**src/smf_pkg.sv**
```systemverilog
// shared types for the sliding window median filter
// no dependencies; used by smf_rank and sliding_window_median_filter
`default_nettype none

package smf_pkg;

   localparam int SampleWidth = 16;

   typedef logic signed [SampleWidth-1:0] sample_type;

   // sequencer states
   typedef enum logic [1:0] {
      ST_IDLE,
      ST_CMP,
      ST_ROTATE,
      ST_DONE
   } state_type;

   // controls from the sequencer to the rank unit
   typedef struct packed {
      logic count;
      logic first;
   } rank_ctl_type;

endpackage

`default_nettype wire

```
**src/smf_rank.sv**
```systemverilog
// rank unit: signed less and less-or-equal comparisons feeding two counters
// depends on smf_pkg
`default_nettype none

module smf_rank #(
   parameter int WINDOW = 5
) (
   input  wire logic               clock,
   input  wire smf_pkg::rank_ctl_type rank_ctl,
   input  wire smf_pkg::sample_type   head,
   output smf_pkg::sample_type        cand,
   output logic                    found
);
   import smf_pkg::*;

   localparam int CntWidth = $clog2(WINDOW + 1);
   localparam int MidIdx   = WINDOW / 2;

   sample_type          cand_ff, cand_in;
   logic [CntWidth-1:0] less_ff, less_in;
   logic [CntWidth-1:0] leq_ff, leq_in;

   // candidate is the head on the first step of a pass
   assign cand_in = rank_ctl.first ? head : cand_ff;
   assign cand    = cand_in;

   // count elements below and not above the candidate, self included
   always_comb begin
      less_in = less_ff;
      leq_in  = leq_ff;
      if (rank_ctl.first) begin
         less_in = '0;
         leq_in  = CntWidth'(1);
      end else begin
         less_in = less_ff + CntWidth'(head < cand_ff);
         leq_in  = leq_ff + CntWidth'(head <= cand_ff);
      end
   end

   // candidate sits at the middle sorted index when it spans it
   assign found = (less_in <= CntWidth'(MidIdx)) && (CntWidth'(MidIdx) < leq_in);

   always_ff @(posedge clock) begin
      if (rank_ctl.count) begin
         cand_ff <= cand_in;
         less_ff <= less_in;
         leq_ff  <= leq_in;
      end
   end

endmodule

`default_nettype wire

```
**src/sliding_window_median_filter.sv**
```systemverilog
// sliding window median filter, top level; depends on smf_pkg and smf_rank
// a request is taken in idle, then p rank passes (p from 1 to WINDOW) run over the
// rotating copy, one compare step per element, with a rotate step between passes
// a new request is taken only once the result is accepted, so result stalls hold it,
// paced by the rank unit walking the rotating copy one element per compare step
// reset: synchronous, clears the window to zeros and returns to idle
`default_nettype none

module sliding_window_median_filter #(
   parameter int WINDOW = 5
) (
   input  wire logic               clock,
   input  wire logic               reset,
   input  wire logic               req_valid,
   output logic                    req_stall,
   input  wire smf_pkg::sample_type   req_sample,
   output logic                    rsp_valid,
   input  wire logic               rsp_stall,
   output smf_pkg::sample_type        rsp_median
);
   import smf_pkg::*;

   localparam int StepWidth = (WINDOW > 1) ? $clog2(WINDOW) : 1;

   state_type            state_ff, state_in;
   logic [StepWidth-1:0] step_ff, step_in;
   sample_type           window_ff [WINDOW];
   sample_type           window_in [WINDOW];
   sample_type           ring_ff [WINDOW];
   sample_type           ring_in [WINDOW];
   sample_type           median_ff, median_in;
   rank_ctl_type         rank_ctl;
   sample_type           cand;
   logic                 found;
   logic                 last_step;

   assign last_step = (step_ff == StepWidth'(WINDOW - 1));

   smf_rank #(
      .WINDOW (WINDOW)
   ) u_rank (
      .clock    (clock),
      .rank_ctl (rank_ctl),
      .head     (ring_ff[0]),
      .cand     (cand),
      .found    (found)
   );

   // sequencer: shift in the request, then rank passes over the rotating copy
   always_comb begin
      state_in  = state_ff;
      step_in   = step_ff;
      median_in = median_ff;
      rank_ctl  = '0;
      for (int i = 0; i < WINDOW; i++) begin
         window_in[i] = window_ff[i];
         ring_in[i]   = ring_ff[i];
      end
      unique case (state_ff)
         ST_IDLE: begin
            if (req_valid) begin
               for (int i = 0; i < WINDOW - 1; i++) begin
                  window_in[i] = window_ff[i+1];
                  ring_in[i]   = window_ff[i+1];
               end
               window_in[WINDOW-1] = req_sample;
               ring_in[WINDOW-1]   = req_sample;
               step_in  = '0;
               state_in = ST_CMP;
            end
         end
         ST_CMP: begin
            rank_ctl.count = 1'b1;
            rank_ctl.first = (step_ff == '0);
            for (int i = 0; i < WINDOW; i++) begin
               ring_in[i] = ring_ff[(i + 1) % WINDOW];
            end
            if (last_step) begin
               step_in = '0;
               if (found) begin
                  median_in = cand;
                  state_in  = ST_DONE;
               end else begin
                  state_in = ST_ROTATE;
               end
            end else begin
               step_in = step_ff + StepWidth'(1);
            end
         end
         ST_ROTATE: begin
            // bring the next candidate to the head
            for (int i = 0; i < WINDOW; i++) begin
               ring_in[i] = ring_ff[(i + 1) % WINDOW];
            end
            state_in = ST_CMP;
         end
         ST_DONE: begin
            if (!rsp_stall) begin
               state_in = ST_IDLE;
            end
         end
         default: begin
            state_in = ST_IDLE;
         end
      endcase
   end

   // control state and delay line
   always_ff @(posedge clock) begin
      if (reset) begin
         state_ff <= ST_IDLE;
         step_ff  <= '0;
         for (int i = 0; i < WINDOW; i++) begin
            window_ff[i] <= '0;
         end
      end else begin
         state_ff <= state_in;
         step_ff  <= step_in;
         for (int i = 0; i < WINDOW; i++) begin
            window_ff[i] <= window_in[i];
         end
      end
   end

   // working copy and result register
   always_ff @(posedge clock) begin
      for (int i = 0; i < WINDOW; i++) begin
         ring_ff[i] <= ring_in[i];
      end
      median_ff <= median_in;
   end

   assign req_stall  = (state_ff != ST_IDLE);
   assign rsp_valid  = (state_ff == ST_DONE);
   assign rsp_median = median_ff;

endmodule

`default_nettype wire
```
**config.mk**
```make
export PLATFORM = sky130hd
export DESIGN_NAME = sliding_window_median_filter
export DESIGN_NICKNAME = d
export VERILOG_FILES = /design/src/smf_pkg.sv /design/src/smf_rank.sv /design/src/sliding_window_median_filter.sv
export SDC_FILE = /design/constraint.sdc
export NUM_CORES = 1
export LEC_CHECK = 0
export ABC_AREA = 1
export BUFFER_PORTS_ARGS = -buffer_cell sky130_fd_sc_hd__buf_4
export CAP_MARGIN = 10
export CORE_MARGIN = 5
export CORE_UTILIZATION = 42
export DETAILED_ROUTE_END_ITERATION = 12
export PLACE_DENSITY_LB_ADDON = 0.3
export SLEW_MARGIN = 20
export SYNTH_ARGS = -nofsm -noshare
export SYNTH_HDL_FRONTEND = slang
export SYNTH_SLANG_ARGS = --single-unit
```
**constraint.sdc**
```tcl
create_clock -name clock -period 9.4 [get_ports clock]
set_input_delay 1.88 -clock clock [delete_from_list [all_inputs] [get_ports clock]]
set_output_delay 1.88 -clock clock [all_outputs]
set_load 0.005 [all_outputs]
```
Yosys cells after proc, flatten, opt, wreduce, memory -nomap -nowiden
Memory sizes are Yosys's and may differ from the RTL's.
Cells that the tools add are included.
{"block": "totals", "reg_bits": 43, "mem_bits_rw": 160, "inputBits": 20, "output_inout_bits": 18, "wordCells": 63, "memories": 2}
{"name": "ring_ff", "depth": 5, "word_bits": 16, "rd": 5, "rd_ports_with_merged_regs": 0, "wr": 5, "line_no": "sliding_window_median_filter.sv:29", "source": "sample_type ring_ff [WINDOW];"}
{"name": "window_ff", "depth": 5, "word_bits": 16, "rd": 4, "rd_ports_with_merged_regs": 0, "wr": 5, "line_no": "sliding_window_median_filter.sv:27", "source": "sample_type window_ff [WINDOW];"}
{"block": "op_classes", "add_sub_neg": 3, "magnitude_cmp": 4, "n_eq_ne": 9, "muxes": 24, "bitwise": 5, "n_reduce_logical": 10}
{"op": "2-to-1 mux 80 bit", "count": 3}
{"op": "one-hot mux 80 bit (2 select lines)", "count": 1}
{"op": "2-to-1 mux 16 bit", "count": 6}
{"op": "<= comparator 16 bit", "count": 1}
{"op": "< comparator 16 bit", "count": 1}
{"op": "2-to-1 mux 3 bit", "count": 4}
{"op": "AND reduction 3 bit", "count": 3}
{"op": "2-to-1 mux 2 bit", "count": 4}
{"op": "inequality test 2 bit, second input constant", "count": 4}
{"op": "one-hot mux 2 bit (4 select lines)", "count": 1}
{"op": "adder 3 x 1 -> 3 bit", "count": 2}
{"op": "one-hot mux 3 bit (2 select lines)", "count": 1}
{"op": "bitwise OR 1 bit", "count": 5}
{"op": "equality test 2 bit, second input constant", "count": 2}
{"op": "2-to-1 mux 1 bit", "count": 4}
{"op": "nonzero test 2 bit", "count": 2}
{"op": "adder 3 x 1 -> 3 bit, second input constant", "count": 1}
{"op": "equality test 3 bit, second input constant", "count": 1}
{"op": "<= comparator 3 x 2 -> 1 bit, second input constant", "count": 1}
{"op": "zero test 3 bit", "count": 1}
{"op": "< comparator 2 x 3 -> 1 bit, first input constant", "count": 1}
{"op": "equality test 2 x 1 -> 1 bit, second input constant", "count": 1}
{"op": "zero test 2 bit", "count": 1}
{"op": "AND reduction 2 bit", "count": 1}
{"op": "other kinds (3)", "count": 3}

Logic depth before layout (Yosys ltp)
An unclocked memory read counts as a cell.
{"block": "logic_depth", "ltp_word": 9, "ltp_mapped": 22, "ltp_nobuf": 22}

Hierarchy
A second synthesis with hierarchy kept.
{"block": "hier_totals", "cells_unflattened": 663, "hier_area_um2": 8039.0}
{"mod": "sliding_window_median_filter", "n_inst": 1, "cells_per_inst": 512, "area_each_um2": 6648.9, "seq_area_each_um2": 4904.7}
{"mod": "smf_rank", "n_inst": 1, "cells_per_inst": 151, "area_each_um2": 1390.1, "seq_area_each_um2": 660.6}

Worst setup path before layout
OpenSTA, ideal clock, no wires.
{"block": "synth_timing", "path_type": "reg-to-reg", "startpoint": "register state_ff[0] (netlist name)", "endpoint": "memory ring_ff[0][0] (netlist name), enable pin", "setup_ns": 0.629, "arrival_ns": 6.527, "required_ns": 8.771, "slack_ns": 2.244, "path_stages_with_launch": 6, "path_buffers": 1, "synth_period_minus_slack_ns": 7.156, "path_cell_list": "dfxtp_1 -> inv_1 -> ha_1 -> buf_2 -> inv_2 -> o21ai_0"}
{"item": "to (decl)", "line_no": "sliding_window_median_filter.sv:29"}

==> results.ini <==
[place]
place_congestion=0.738
dp.cells=948
portBuffers=37
place_ws_ns=5.50
hpwl_mm=8.18

[timing]
min_period_ns=3.40
fmax_mhz=294
finalSetupViolCount=0
worst_slack_ns=6.00
final_max_slew_viol_count=0
finalHoldViolations=0
max_slew_margin=0.288
setup_tns_ns=0
rsz0062_at_grt=false
worst_pin_slew_ns=1.07
fin_skew_ns=0.00644
period_share=0.361

[clock_network]
cts-root-buf=clkbuf_16
cts-hold-fix-buffers=0
cts_sinks=187
cts-resized-gates=0
clkLatencyLatePin_ns=0.43
htreeDepth=4
cts_tree=yes
clk_pin_slew_ns=0.06
clk_path_buf_depth=2
cts_made_buffers=17
cts_setup_buffers=0

[routing]
postRouteAntennaNets=0
via_per_inst=4.69
drc_errors=0
routedWlPerCell_um=13.6
vias=4601
wl_mm=13.3
dr.pass1.iters=5
drt_iter0_markers=340

[synth]
yosysSeqAreaShare=0.703
synth.most_common_cell=edfxtp_1
yosys_warnings=0
synth_seq_cells=187
synthTopCellsByArea=edfxtp_1 (69%), nand2_1 (8.1%), o21ai_0 (5.0%)
synth_flop_cell=edfxtp_1
synth.avg_cell_area_um2=11.3
synthTopCellsByCount=edfxtp_1 (182), nand2_1 (170), inv_1 (103)
synthesis.nets=745
synth_cells=700
ys_types=26
synth_top_area_frac=0.690
yosysTopAreaCell=edfxtp_1
async_reset_ff_frac=0
synthesis.area_um2=7920
synth-edff-count=182

[setup_path]
critPathKind=input port to flip-flop
cp.required_ns=9.45
crit_fanout=67
end_kind=flip-flop
startpoint_type=input port
cp.arrival_ns=3.45

[floorplan]
start_util=0.425
ioPinCount=38
dieArea_um2=21700
row_count=50
core_um2=18600
die_height_um=147
die_width_um=147

[cells_and_area]
drive_gt1_frac=0.113
syn_to_final_growth_pct=13.5
multi_input_area_um2=1860
regArea_um2=5570
n_fill_cell=1681
num_antenna_cells=0
layout.nets=778
stdcell_count=980

[pwr]
cell_internal_pwr_mw=2.10
peakVddDrop_mv=0.185
p_leak_nw=3.66
power_density_nw_per_um2=355
swShare=0.344
net-switching-power_mw=1.10
seq_power_share=0.479
p_clk_frac=0.214
pwr-share-comb=0.308

[run]
drv_cap=0

[global_routing]
track_usage=0.129
gr-total-overflow=0
grt_max_degree=117
antenna_found_initial=0
first_global_vias=4614
grt_pass1_wl_mm=22.3

[min_path]
hp-class=flip-flop to flip-flop

[run_status]
status=complete, no violations

==> worst max-delay path, cell delays in order <==
cell and delay, ns:
buf_4 0.55, inv_1 0.19, nand2_2 0.10, buf_4 0.64
==> worst paths after layout <==
kind / depth (start not counted) / slack [ns] / from / endpoint
setup reg to reg: 14 / 6.07 / ring_ff[0][15] / rsp_median[12]
hold / removal: 2 / 0.50 / step_ff[0] / step_ff[0]
hold reg to reg: 2 / 0.50 / step_ff[0] / step_ff[0]
setup / recovery: 4 / 6.00 / reset / window_ff[0][61]
==> layout by cell type, fill, tap and decap left out, types with 2 or more instances in the layout <==
cell type / instances
a21oi_1: 10
buf_4: 41
bufinv_16: 2
clkbuf_1: 3
clkbuf_16: 17
clkinv_1: 3
clkinv_4: 3
clkinvlp_4: 3
dfxtp_1: 5
edfxtp_1: 182
ha_1: 24
inv_1: 103
inv_2: 3
nand2_1: 169
nand2_2: 2
nand3_1: 5
nand3_2: 2
nor2_1: 72
nor2_2: 2
nor3_1: 2
o21ai_0: 78
o21ai_1: 3
o21ai_2: 3
==> power groups by stage <==
| stage | registers [mW] | clock network [mW] | logic [mW] |
|---|---|---|---|
| floorplan | 1.55 | 0 | 0.740 |
| global placement | 1.53 | 0 | 0.943 |
| detailed placement | 1.55 | 0 | 0.996 |
| CTS | 1.53 | 0.696 | 1.00 |
| global route | 1.56 | 0.732 | 1.15 |
| finish | 1.53 | 0.682 | 0.983 |
==> routing by layer <==
metal  vias up  global-route usage  wire, um
met4         0              0.0545       191
met1      2136               0.178      6540
li1       2371                   -         -
met3        16              0.0281       662
met2        78               0.198      5920
met5         -                   0         0
==> metrics by stage <==
step	utilization	power, mW	hold WS, ns	cell area (um^2)
finish	0.482	3.19	0.498	8990
global route	0.482	3.44	0.528	8990
CTS	0.482	3.23	0.496	8990
detailed placement	0.452	2.55	0.487	8430
global placement	0.452	2.48	0.461	8420
floorplan	-	2.29	0.453	7920
==> registers in the layout, indices dropped and copies added, names as in the netlist <==
register        flops
window_ff          64
u_rank.less_ff      3
step_ff             3
rsp_median         16
state_ff            2
u_rank.leq_ff       3
ring_ff            80
u_rank.cand_ff     16
==> cell type report <==
cell class	instances	share of cell area
Clock buffer	20	0.0486
Inverter	106	0.0443
Clock inverter	12	0.0139
Timing Repair Buffer	41	0.0342
Tap cell	234	0.0326
Multi-Input combinational cell	380	0.207
Sequential cell	187	0.619
==> logic make-up after synthesis <==
| family | count (synthesis) | share of synthesized area |
|---|---|---|
| AO/OA/AOI/OAI | 97 | 0.0635 |
| XOR/XNOR | 1 | 0.00111 |
| adder cells (fa/ha/maj) | 25 | 0.0395 |
| buffers and inverters | 133 | 0.0656 |
| flip-flops | 187 | 0.703 |
| AND/OR/NAND/NOR | 257 | 0.128 |
No activity file was read; power rests on OpenSTA's default activity.
